### src/design/fole_pkg.sv
// fole_pkg: shared types and constants for the flagged ordered list engine
// no dependencies

package fole_pkg;

   localparam logic [7:0] ID_MASK = 8'h7f;

   typedef enum logic [2:0] {
      OP_ADD_PENDING = 3'd0,
      OP_ADD_STORED  = 3'd1,
      OP_REMOVE      = 3'd2,
      OP_SETTLE      = 3'd3,
      OP_DROP        = 3'd4,
      OP_QUERY       = 3'd5
   } op_type;

   typedef enum logic [1:0] {
      ST_IDLE,
      ST_WALK,
      ST_FINISH
   } state_type;

   typedef struct packed {
      logic       pending;
      logic [7:0] id;
   } entry_type;

endpackage

### src/design/flagged_ordered_list_engine_unit.sv
// flagged_ordered_list_engine_unit: top level of the flagged ordered list engine
// depends on fole_pkg and fole_mem
// entries live in one memory; search, removal and compaction walk it one entry a cycle
//
//   channel | dir | handshake            | beat
//   req     | in  | req_valid/req_stall  | req_op, req_entry_id
//   rsp     | out | rsp_valid/rsp_stall  | rsp_accepted, rsp_found, rsp_entry_count,
//           |     |                      | rsp_settled_count
//
// adds and unused codes: no walk; the result is registered from the finish state
// remove, settle, drop, query: walk the list through the single memory read port,
//   one entry per cycle; settle and query stop at the hit
// one item at a time; a new beat is taken while the last result waits on rsp_stall
// reset clears the list; no clearing pass, entries past the count are never read

module flagged_ordered_list_engine_unit #(
   parameter int CAPACITY = 64
) (
   input  logic       clock,
   input  logic       reset,
   input  logic       req_valid,
   output logic       req_stall,
   input  logic [2:0] req_op,
   input  logic [7:0] req_entry_id,
   output logic       rsp_valid,
   input  logic       rsp_stall,
   output logic       rsp_accepted,
   output logic       rsp_found,
   output logic [6:0] rsp_entry_count,
   output logic [6:0] rsp_settled_count
);

   localparam int IW = (CAPACITY > 1) ? $clog2(CAPACITY) : 1;
   localparam int CW = $clog2(CAPACITY + 1);

   fole_pkg::state_type state_ff, state_in;
   fole_pkg::op_type    op_ff, op_in;
   logic [7:0]          id_ff, id_in;
   logic [CW-1:0]       length_ff, length_in;
   logic [CW-1:0]       settled_ff, settled_in;
   logic [CW-1:0]       rd_idx_ff, rd_idx_in;
   logic [CW-1:0]       keep_ff, keep_in;
   logic [IW-1:0]       proc_idx_ff, proc_idx_in;
   logic                proc_vld_ff, proc_vld_in;
   logic                hit_ff, hit_in;
   logic                accepted_ff, accepted_in;

   logic                rsp_valid_ff, rsp_valid_in;
   logic                rsp_accepted_ff, rsp_accepted_in;
   logic                rsp_found_ff, rsp_found_in;
   logic [6:0]          rsp_entry_count_ff, rsp_entry_count_in;
   logic [6:0]          rsp_settled_count_ff, rsp_settled_count_in;

   logic                req_acc;
   logic                walk_start;
   logic                walk_done;
   logic                rsp_load;
   logic                is_match;
   logic                is_last;

   logic                wr_en;
   logic [IW-1:0]       wr_addr;
   fole_pkg::entry_type wr_data;
   logic                rd_en;
   fole_pkg::entry_type rd_data;
   fole_pkg::op_type    req_code;

   assign req_code  = fole_pkg::op_type'(req_op);
   assign req_stall = (state_ff != fole_pkg::ST_IDLE);
   assign req_acc   = req_valid && !req_stall;
   assign rsp_load  = (state_ff == fole_pkg::ST_FINISH) && (!rsp_valid_ff || !rsp_stall);
   assign is_match  = (rd_data.id == id_ff);
   assign is_last   = ((CW'(proc_idx_ff) + CW'(1)) == length_ff);

   always_comb begin
      walk_start = 1'b0;
      case (req_code) inside
         fole_pkg::OP_REMOVE, fole_pkg::OP_SETTLE, fole_pkg::OP_DROP,
         fole_pkg::OP_QUERY: walk_start = (length_ff != '0);
         default:            walk_start = 1'b0;
      endcase
   end

   // next state
   always_comb begin
      state_in = state_ff;
      unique case (state_ff)
         fole_pkg::ST_IDLE: begin
            if (req_acc) begin
               state_in = walk_start ? fole_pkg::ST_WALK : fole_pkg::ST_FINISH;
            end
         end
         fole_pkg::ST_WALK: begin
            if (walk_done) begin
               state_in = fole_pkg::ST_FINISH;
            end
         end
         fole_pkg::ST_FINISH: begin
            if (rsp_load) begin
               state_in = fole_pkg::ST_IDLE;
            end
         end
         default: state_in = fole_pkg::ST_IDLE;
      endcase
   end

   // datapath and memory control
   always_comb begin
      op_in       = op_ff;
      id_in       = id_ff;
      length_in   = length_ff;
      settled_in  = settled_ff;
      rd_idx_in   = rd_idx_ff;
      keep_in     = keep_ff;
      proc_idx_in = rd_idx_ff[IW-1:0];
      proc_vld_in = 1'b0;
      hit_in      = hit_ff;
      accepted_in = accepted_ff;
      walk_done   = 1'b0;
      wr_en       = 1'b0;
      wr_addr     = length_ff[IW-1:0];
      wr_data     = rd_data;
      rd_en       = 1'b0;

      unique case (state_ff)
         fole_pkg::ST_IDLE: begin
            if (req_acc) begin
               op_in       = req_code;
               id_in       = req_entry_id;
               rd_idx_in   = '0;
               keep_in     = '0;
               hit_in      = 1'b0;
               accepted_in = 1'b1;
               case (req_code) inside
                  fole_pkg::OP_ADD_PENDING, fole_pkg::OP_ADD_STORED: begin
                     if (req_code == fole_pkg::OP_ADD_PENDING) begin
                        wr_data.pending = 1'b1;
                        wr_data.id      = req_entry_id;
                     end else begin
                        wr_data.pending = req_entry_id[7];
                        wr_data.id      = req_entry_id & fole_pkg::ID_MASK;
                     end
                     if (length_ff < CW'(CAPACITY)) begin
                        wr_en     = 1'b1;
                        length_in = length_ff + CW'(1);
                        if (!wr_data.pending) begin
                           settled_in = settled_ff + CW'(1);
                        end
                     end else begin
                        accepted_in = 1'b0;
                     end
                  end
                  default: ;
               endcase
            end
         end
         fole_pkg::ST_WALK: begin
            if (proc_vld_ff) begin
               case (op_ff)
                  fole_pkg::OP_REMOVE: begin
                     if (hit_ff) begin
                        wr_en   = 1'b1;
                        wr_addr = proc_idx_ff - IW'(1);
                     end else if (is_match) begin
                        hit_in = 1'b1;
                        if (!rd_data.pending) begin
                           settled_in = settled_ff - CW'(1);
                        end
                     end
                  end
                  fole_pkg::OP_SETTLE: begin
                     if (is_match && rd_data.pending) begin
                        hit_in          = 1'b1;
                        wr_en           = 1'b1;
                        wr_addr         = proc_idx_ff;
                        wr_data.pending = 1'b0;
                        settled_in      = settled_ff + CW'(1);
                     end
                  end
                  fole_pkg::OP_DROP: begin
                     if (!rd_data.pending) begin
                        wr_en   = 1'b1;
                        wr_addr = keep_ff[IW-1:0];
                        keep_in = keep_ff + CW'(1);
                     end
                  end
                  fole_pkg::OP_QUERY: begin
                     if (is_match) begin
                        hit_in = 1'b1;
                     end
                  end
                  default: ;
               endcase
               walk_done = is_last || (hit_in && (op_ff == fole_pkg::OP_SETTLE ||
                                                  op_ff == fole_pkg::OP_QUERY));
               if (walk_done) begin
                  if (op_ff == fole_pkg::OP_REMOVE && hit_in) begin
                     length_in = length_ff - CW'(1);
                  end
                  if (op_ff == fole_pkg::OP_DROP) begin
                     length_in = keep_in;
                  end
               end
            end
            if (!walk_done && rd_idx_ff < length_ff) begin
               rd_en       = 1'b1;
               rd_idx_in   = rd_idx_ff + CW'(1);
               proc_vld_in = 1'b1;
            end
         end
         fole_pkg::ST_FINISH: ;
         default: ;
      endcase
   end

   // result register
   always_comb begin
      rsp_valid_in         = rsp_valid_ff && rsp_stall;
      rsp_accepted_in      = rsp_accepted_ff;
      rsp_found_in         = rsp_found_ff;
      rsp_entry_count_in   = rsp_entry_count_ff;
      rsp_settled_count_in = rsp_settled_count_ff;
      if (rsp_load) begin
         rsp_valid_in         = 1'b1;
         rsp_accepted_in      = accepted_ff;
         rsp_found_in         = hit_ff;
         rsp_entry_count_in   = 7'(length_ff);
         rsp_settled_count_in = 7'(settled_ff);
      end
   end

   always_ff @(posedge clock) begin
      if (reset) begin
         state_ff     <= fole_pkg::ST_IDLE;
         length_ff    <= '0;
         settled_ff   <= '0;
         proc_vld_ff  <= 1'b0;
         rsp_valid_ff <= 1'b0;
      end else begin
         state_ff     <= state_in;
         length_ff    <= length_in;
         settled_ff   <= settled_in;
         proc_vld_ff  <= proc_vld_in;
         rsp_valid_ff <= rsp_valid_in;
      end
   end

   always_ff @(posedge clock) begin
      op_ff                <= op_in;
      id_ff                <= id_in;
      rd_idx_ff            <= rd_idx_in;
      keep_ff              <= keep_in;
      proc_idx_ff          <= proc_idx_in;
      hit_ff               <= hit_in;
      accepted_ff          <= accepted_in;
      rsp_accepted_ff      <= rsp_accepted_in;
      rsp_found_ff         <= rsp_found_in;
      rsp_entry_count_ff   <= rsp_entry_count_in;
      rsp_settled_count_ff <= rsp_settled_count_in;
   end

   fole_mem #(
      .DEPTH (CAPACITY),
      .AW    (IW)
   ) u_mem (
      .clock   (clock),
      .wr_en   (wr_en),
      .wr_addr (wr_addr),
      .wr_data (wr_data),
      .rd_en   (rd_en),
      .rd_addr (rd_idx_ff[IW-1:0]),
      .rd_data (rd_data)
   );

   assign rsp_valid         = rsp_valid_ff;
   assign rsp_accepted      = rsp_accepted_ff;
   assign rsp_found         = rsp_found_ff;
   assign rsp_entry_count   = rsp_entry_count_ff;
   assign rsp_settled_count = rsp_settled_count_ff;

   a_settled_le_length: assert property (@(posedge clock) disable iff (reset)
      settled_ff <= length_ff)
      else $error("settled count exceeds entry count");

   a_length_le_capacity: assert property (@(posedge clock) disable iff (reset)
      length_ff <= CW'(CAPACITY))
      else $error("entry count exceeds capacity");

   a_rsp_from_finish: assert property (@(posedge clock) disable iff (reset)
      $rose(rsp_valid_ff) |-> $past(state_ff) == fole_pkg::ST_FINISH)
      else $error("result loaded outside finish");

   a_no_write_in_finish: assert property (@(posedge clock) disable iff (reset)
      wr_en |-> state_ff != fole_pkg::ST_FINISH)
      else $error("memory write while finishing");

   a_compact_behind_read: assert property (@(posedge clock) disable iff (reset)
      (state_ff == fole_pkg::ST_WALK && op_ff == fole_pkg::OP_DROP && wr_en)
         |-> keep_ff <= CW'(proc_idx_ff))
      else $error("compaction write ahead of walk");

endmodule

### src/design/fole_mem.sv
// fole_mem: single write port, single registered read port entry memory
// depends on fole_pkg for the entry type

module fole_mem #(
   parameter int DEPTH = 64,
   parameter int AW    = 6
) (
   input  logic                clock,
   input  logic                wr_en,
   input  logic [AW-1:0]       wr_addr,
   input  fole_pkg::entry_type wr_data,
   input  logic                rd_en,
   input  logic [AW-1:0]       rd_addr,
   output fole_pkg::entry_type rd_data
);

   fole_pkg::entry_type mem_ff [DEPTH];
   fole_pkg::entry_type rd_data_ff;

   always_ff @(posedge clock) begin
      if (wr_en) begin
         mem_ff[wr_addr] <= wr_data;
      end
   end

   always_ff @(posedge clock) begin
      if (rd_en) begin
         rd_data_ff <= mem_ff[rd_addr];
      end
   end

   assign rd_data = rd_data_ff;

endmodule

### config.mk
export PLATFORM = sky130hd
export DESIGN_NAME = flagged_ordered_list_engine_unit
export DESIGN_NICKNAME = d
export VERILOG_FILES = /design/src/design/fole_pkg.sv /design/src/design/flagged_ordered_list_engine_unit.sv /design/src/design/fole_mem.sv
export SDC_FILE = /design/constraint.sdc
export NUM_CORES = 1
export LEC_CHECK = 0
export CAP_MARGIN = 20
export CELL_PAD_IN_SITES_DETAIL_PLACEMENT = 1
export CELL_PAD_IN_SITES_GLOBAL_PLACEMENT = 2
export CORE_MARGIN = 5
export CORE_UTILIZATION = 48
export DETAILED_ROUTE_END_ITERATION = 8
export DONT_BUFFER_PORTS = 1
export HOLD_SLACK_MARGIN = 0.02
export PLACE_DENSITY = 0.83
export SYNTH_ARGS = -nofsm -noshare
export SYNTH_HDL_FRONTEND = slang
export SYNTH_HIERARCHICAL = 1
export SYNTH_SLANG_ARGS = --single-unit
### constraint.sdc
create_clock -name clock -period 6.7 [get_ports clock]
set_input_delay 0 -clock clock [delete_from_list [all_inputs] [get_ports clock]]
set_output_delay 0 -clock clock [all_outputs]
set_load 0.005 [all_outputs]
### Yosys cells after proc, flatten, opt, wreduce, memory -nomap -nowiden

Memory sizes are Yosys's and may differ from the RTL's. A register that Yosys moved wholly into a read port is not among the register bits.
Index checks and enable logic that the tools add are counted.

| word-level totals | value |
|---|---|
| bits in read-only memories | 0 |
| register bits | 67 |
| bits in latches | 0 |
| RAM bits | 576 |
| memories kept | 1 |

Memory list:

| name | depth | width | rd ports | clocked after memory_dff | write ports | line | text |
|---|---|---|---|---|---|---|---|
| u_mem.mem_ff | 64 | 9 | 1 | 1 | 1 | fole_mem.sv:17 | `fole_pkg::entry_type mem_ff [DEPTH];` |

| cells by class | value |
|---|---|
| multipliers | 0 |
| bitwise logic cells | 0 |
| $add $sub $neg | 8 |
| div/mod/pow operators | 0 |
| muxes and demuxes | 76 |
| shift-type cells | 0 |
| eq/ne operators | 28 |
| magnitude comparators | 2 |
| reduce and logical (&&, ||, !) cells | 27 |

Operators by type and width:

| operator | count |
|---|---|
| $mux W7 | 21 |
| $pmux W7 S2 | 5 |
| $mux W9 | 6 |
| $mux W6 | 5 |
| $add A7 B1 Y7 const B | 4 |
| $mux W1 | 27 |
| $ne A3 B3 Y1 const B | 6 |
| $pmux W6 S3 | 1 |
| $ne A2 B2 Y1 const B | 8 |
| $sub A7 B1 Y7 const B | 2 |
| $eq A3 B2 Y1 const B | 4 |
| $eq A3 B3 Y1 const B | 4 |
| $reduce_and A11 Y1 | 1 |
| $reduce_and A3 Y1 | 3 |
| $eq A8 B8 Y1 | 1 |
| $mux W2 | 4 |
| $mux W8 | 1 |
| $add A6 B1 Y7 const B | 1 |
| $eq A7 B7 Y1 | 1 |
| $logic_and A1 B1 Y1 | 7 |
| $lt A7 B7 Y1 | 1 |
| $lt A7 B7 Y1 const B | 1 |
| $reduce_and A7 Y1 | 1 |
| $reduce_bool A7 Y1 | 1 |
| 16 further kinds | 25 |

### Longest topological paths before layout

| logic depth | value |
|---|---|
| depth after elaboration | 14 |
| mapped depth | 13 |

### Modules after synthesis

The synthesis kept the hierarchy.

Modules (own cells, without submodules):

| module | sequential area each (um^2) | cells an instance | area each (um^2) | instances |
|---|---|---|---|---|
| fole_mem | 17,566.8 | 1,051 | 22,703.0 | 1 |
| flagged_ordered_list_engine_unit | 1,771.7 | 439 | 4,116.4 | 1 |

### Least setup slack after synthesis

OpenSTA, ideal clock, no wires.

| path | value |
|---|---|
| path type | reg-to-reg |
| start | register state_ff[0] |
| end | memory u_mem/mem_ff[0][7] in the netlist's numbering, data pin |
| path buffers | 2 |
| arrival | 4,075 ps |
| required time | 5,978 ps |
| cell stages (with the launch flop) | 8 |
| setup slack | 1,903 ps |
| library setup time | 722 ps |
| cell sequence | dfxtp_1 -> clkbuf_1 -> nor2_1 -> nand2_1 -> inv_1 -> nand2_1 -> clkbuf_1 -> o31ai_1 |

RTL lines:

| element | line | text |
|---|---|---|
| from (decl) | flagged_ordered_list_engine_unit.sv:36 | `fole_pkg::state_type state_ff, state_in;` |
| from (signal assigned) | flagged_ordered_list_engine_unit.sv:234 | `state_ff <= fole_pkg::ST_IDLE;` |
| from (signal assigned) | flagged_ordered_list_engine_unit.sv:240 | `state_ff <= state_in;` |
| to (decl) | fole_mem.sv:17 |  |

### Final worst setup path

| path | value |
|---|---|
| start | register op_ff[0] |
| end | memory u_mem/mem_ff[53][3] in the netlist's numbering (enable) |

| between the ends | value |
|---|---|
| elaborated cells between the ends (all ways) | 11 |

RTL lines:

| element | line | text |
|---|---|---|
| from (decl) | flagged_ordered_list_engine_unit.sv:37 | `fole_pkg::op_type op_ff, op_in;` |
| from (signal assigned) | flagged_ordered_list_engine_unit.sv:249 | `op_ff <= op_in;` |
| $eq A3 B3 Y1 or $eq A3 B2 Y1 (tied branches) | flagged_ordered_list_engine_unit.sv:159 | `case (op_ff)` |
| $pmux W6 S3 * | flagged_ordered_list_engine_unit.sv:159 |  |
| $mux W6 * | flagged_ordered_list_engine_unit.sv:158 | `if (proc_vld_ff) begin` |
| $mux W6 * | flagged_ordered_list_engine_unit.sv:125 | `unique case (state_ff)` |
| via wr_addr[0] | flagged_ordered_list_engine_unit.sv:62 | `logic [IW-1:0] wr_addr;` |

Mark *: on every way through the listed nets, which the timed path passes. The rest lies on a longest branch.

==> flow_summary_export.csv <==
group,metric,value,unit
run_status,status,"complete, no violations",
finish,layout-drive-gt1-share,19.1,%
yosys,synthTopCellsByCount,"edfxtp_1 (628), mux4_2 (144), nor2_1 (113)",
floorplanning,io_pins,33,
worst_setup_path,reg2reg_to,"u_mem/mem_ff[53][3]",
sta,finalSetupViolCount,0,
drt,ant_nets,0,
global_routing,antenna_found_initial,1,
clocking,cts_buffers,68,
placed_design,dpl_worst_slack,1.69,ns
floorplanning,die_w,246,um
hold_path,hold_end,"u_mem/mem_ff[26][7]",
finish,multi_input_area,6950,um2
yosys,seq_area_frac_synth,72.1,%
pwr,p_clk_share,39.6,%
placed_design,hpwl,40.8,mm
clocking,cts-root-buf,"clkbuf_16",
sta,max_freq,203,MHz
worst_setup_path,cp_common_cell,"nor2_1",
worst_setup_path,critPathRequiredTime,6.91,ns
yosys,synthCells,1490,
drt,first_pass_iters,5,
drt,route.detailed.drc,0,
drt,drt_wl_total,67.2,mm
finish,n_fill_cell,4911,
global_routing,grt_max_degree,102,
drt,dr_total_vias,14500,
yosys,yosysUniqueCellTypes,66,
yosys,synth_area_leaders,"edfxtp_1 (70%), mux4_2 (12%), dfxtp_1 (1.8%)",
yosys,synth_top_area_share,70.3,%
floorplanning,start_util,48.6,%
floorplanning,rows,86,
sta,final.setup.tns,0,ns
finish,nNetsFinal,1548,
yosys,syn_area,26800,um2
drt,via_per_inst,6.24,
sta,period_needed,4.93,ns
clocking,clock_latency,0.60,ns
worst_setup_path,cpMaxStageDelayCell,"nor2_1",
drt,routedWlPerCell,29.0,um
floorplanning,fp.dieH,246,um
global_routing,grt_pass1_vias,15000,
worst_setup_path,cp.buffers_inverters,0,
clocking,cts_tree,"yes",
worst_setup_path,cp-end-kind,"register",
clocking,clock-sinks,652,
yosys,ys_warn_count,6,
sta,fin_ws,1.77,ns
drt,drt-initial-drc-count,1359,
hold_path,holdPathStages,2,
sta,worst-slew-pin-transition,1.19,ns
worst_setup_path,r2r-start,"op_ff[0]",
worst_setup_path,cp_top_family,"simple AND/OR/NAND/NOR gates",
job,drv_cap,0,
pwr,vdd_drop_max,172,uV
yosys,yosys.area.top_type,"edfxtp_1",
yosys,yosysMostFrequentCell,"edfxtp_1",
pwr,swShare,24.2,%
worst_setup_path,cp_data_arrival_time,5.14,ns
worst_setup_path,crit_path_cell_trace,"or3b_2 > nor2_1 > a221o_1 > a22o_1 > nand4b_1 > nor2_1",
pwr,power_density,316,nW/um2
floorplanning,fp.dieArea,60700,um2
placed_design,place_congestion,0.820,
finish,area_growth,11.5,%
sta,fin_crit_sh,73.5,%
yosys,yosys_most_used_dff,"edfxtp_1",
yosys,async_flop_share,0,%
global_routing,grt_pass1_wl,100,mm
worst_setup_path,cp-start-kind,"register",
yosys,ys_seq_elements,652,
clocking,cts.clk_slew.worst_paths,0.06,ns
pwr,leakagePower,9.30,nW
hold_path,hold_class,"input pin to register",
finish,regArea,19300,um2
worst_setup_path,crit_fanout,18,
sta,skew,0.0267,ns
yosys,synth_edf_count,628,
hold_path,hold_start,"req_op[0]",
clocking,post-cts-setup-buffers,0,
sta,rsz0062_at_grt,"false",
finish,n_antenna_cell,0,
placed_design,port_buffers,0,
pwr,internal-power,7.16,mW
worst_setup_path,reg2reg_depth,6,
worst_setup_path,worst_path_largest_cell_delay,0.96,ns
global_routing,grt_use_total,22.3,%
worst_setup_path,critPathKind,"register to register",
floorplanning,coreArea,55200,um2
global_routing,gr-total-overflow,0,
yosys,synth_area_per_cell,18.0,um2
clocking,clock_path_buffers,3,
sta,slew_headroom,18.8,%
worst_setup_path,rrSetupSlack,1.77,ns
pwr,combPwrFrac,11.5,%
yosys,syn_nets,1520,
pwr,power_frac_seq,48.9,%
sta,slew_violations,0,
clocking,htreeDepth,3,
pwr,switchingPower,2.29,mW
sta,hold_violations,0,
## power by group through the flow
stage	clock network (mW)	registers [mW]	logic [mW]
floorplan	0	4.67	0.775
global placement	0	4.71	1.04
detailed placement	0	4.71	1.07
CTS	3.81	4.63	1.09
global route	4.00	4.63	1.15
finish	3.74	4.63	1.09
## layer usage
metal,vias to the layer above,track usage (%),part of all wire [%]
li1,6062,-,-
met1,7646,31.0,41
met2,632,36.0,49
met3,108,4.38,7.5
met4,2,7.20,3.0
met5,-,0,0.019
## final cells by class
| type | instances | share of cell area [%] |
|---|---|---|
| Clock buffer | 78 | 5.99 |
| Multi-Input combinational cell | 732 | 23.2 |
| Sequential cell | 652 | 64.6 |
| Clock inverter | 42 | 1.35 |
| Inverter | 18 | 0.226 |
| Tap cell | 748 | 3.13 |
| Timing Repair Buffer | 46 | 1.44 |
## repair_timing
action                                  4_1_cts  5_1_grt
endpoints found under the setup margin        0        0
hold endpoints to repair                     66        0
resized for setup                             0        0
hold buffers                                 15        0
## per-stage QoR
| stage | power, mW | utilization, % | cells | area [um2] | hold WS, ns |
|---|---|---|---|---|---|
| after CTS | 9.52 | 54.2 | 2315 | 29900 | 0.0440 |
| after global placement | 5.75 | 49.9 | 2179 | 27600 | 0.0743 |
| after global routing | 9.78 | 54.2 | 2316 | 29900 | 0.0560 |
| final | 9.45 | 54.2 | 2316 | 29900 | 0.0622 |
| after floorplan | 5.45 | - | 1490 | 26800 | 0.0989 |
| after detailed placement | 5.78 | 49.9 | 2180 | 27600 | 0.0756 |
## how the worst max path moves through the flow
stage | endpoint | depth (start not counted) | slack (ns) | startpoint
2_1_floorplan | u_mem/mem_ff[0][7] | 7 | 1.90 | state_ff[0]
6_report | u_mem/mem_ff[53][3] | 6 | 1.77 | op_ff[0]
3_3_place_gp | u_mem/mem_ff[36][3] | 8 | 1.97 | state_ff[0]
3_5_place_dp | u_mem/mem_ff[53][0] | 7 | 1.69 | state_ff[0]
5_1_grt | u_mem/mem_ff[53][3] | 6 | 1.60 | op_ff[0]
4_1_cts | u_mem/mem_ff[53][4] | 7 | 1.61 | state_ff[0]
## cell usage in the layout (no fill, tap or decap), types with 24 or more instances in the layout
| cell type | synthesis | final |
|---|---|---|
| edfxtp_1 | 628 | 628 |
| mux4_2 | 144 | 144 |
| o21ai_0 | 34 | 34 |
| buf_4 | 10 | 26 |
| nor3_1 | 26 | 24 |
| nand2_1 | 56 | 56 |
| dfxtp_1 | 24 | 24 |
| a21oi_1 | 45 | 44 |
| mux2i_1 | 24 | 24 |
| nor2_1 | 113 | 113 |
| clkbuf_16 | 0 | 70 |
| nand3_1 | 28 | 28 |
## state kept, by name, indices dropped and copies added, names as in the netlist, 3 cells and up
signal / cells
rsp_settled_count: 7
u_mem/rd_data: 9
id_ff: 8
u_mem/mem_ff: 576
keep_ff: 7
rd_idx_ff: 7
rsp_entry_count: 7
op_ff: 3
length_ff: 7
proc_idx_ff: 6
settled_ff: 7
## cells by family (layout without fill, tap and decap cells)
group,count (synthesis),in the layout,synth area share [%]
compound gates,180,180,4.54
xor+xnor,40,40,1.31
fa+ha+maj,15,15,0.700
buf+inv,106,184,2.12
flops,652,652,72.1
mux,179,179,13.4
simple gates,318,318,5.78
Note: power is estimated with default switching activity, not from simulation.
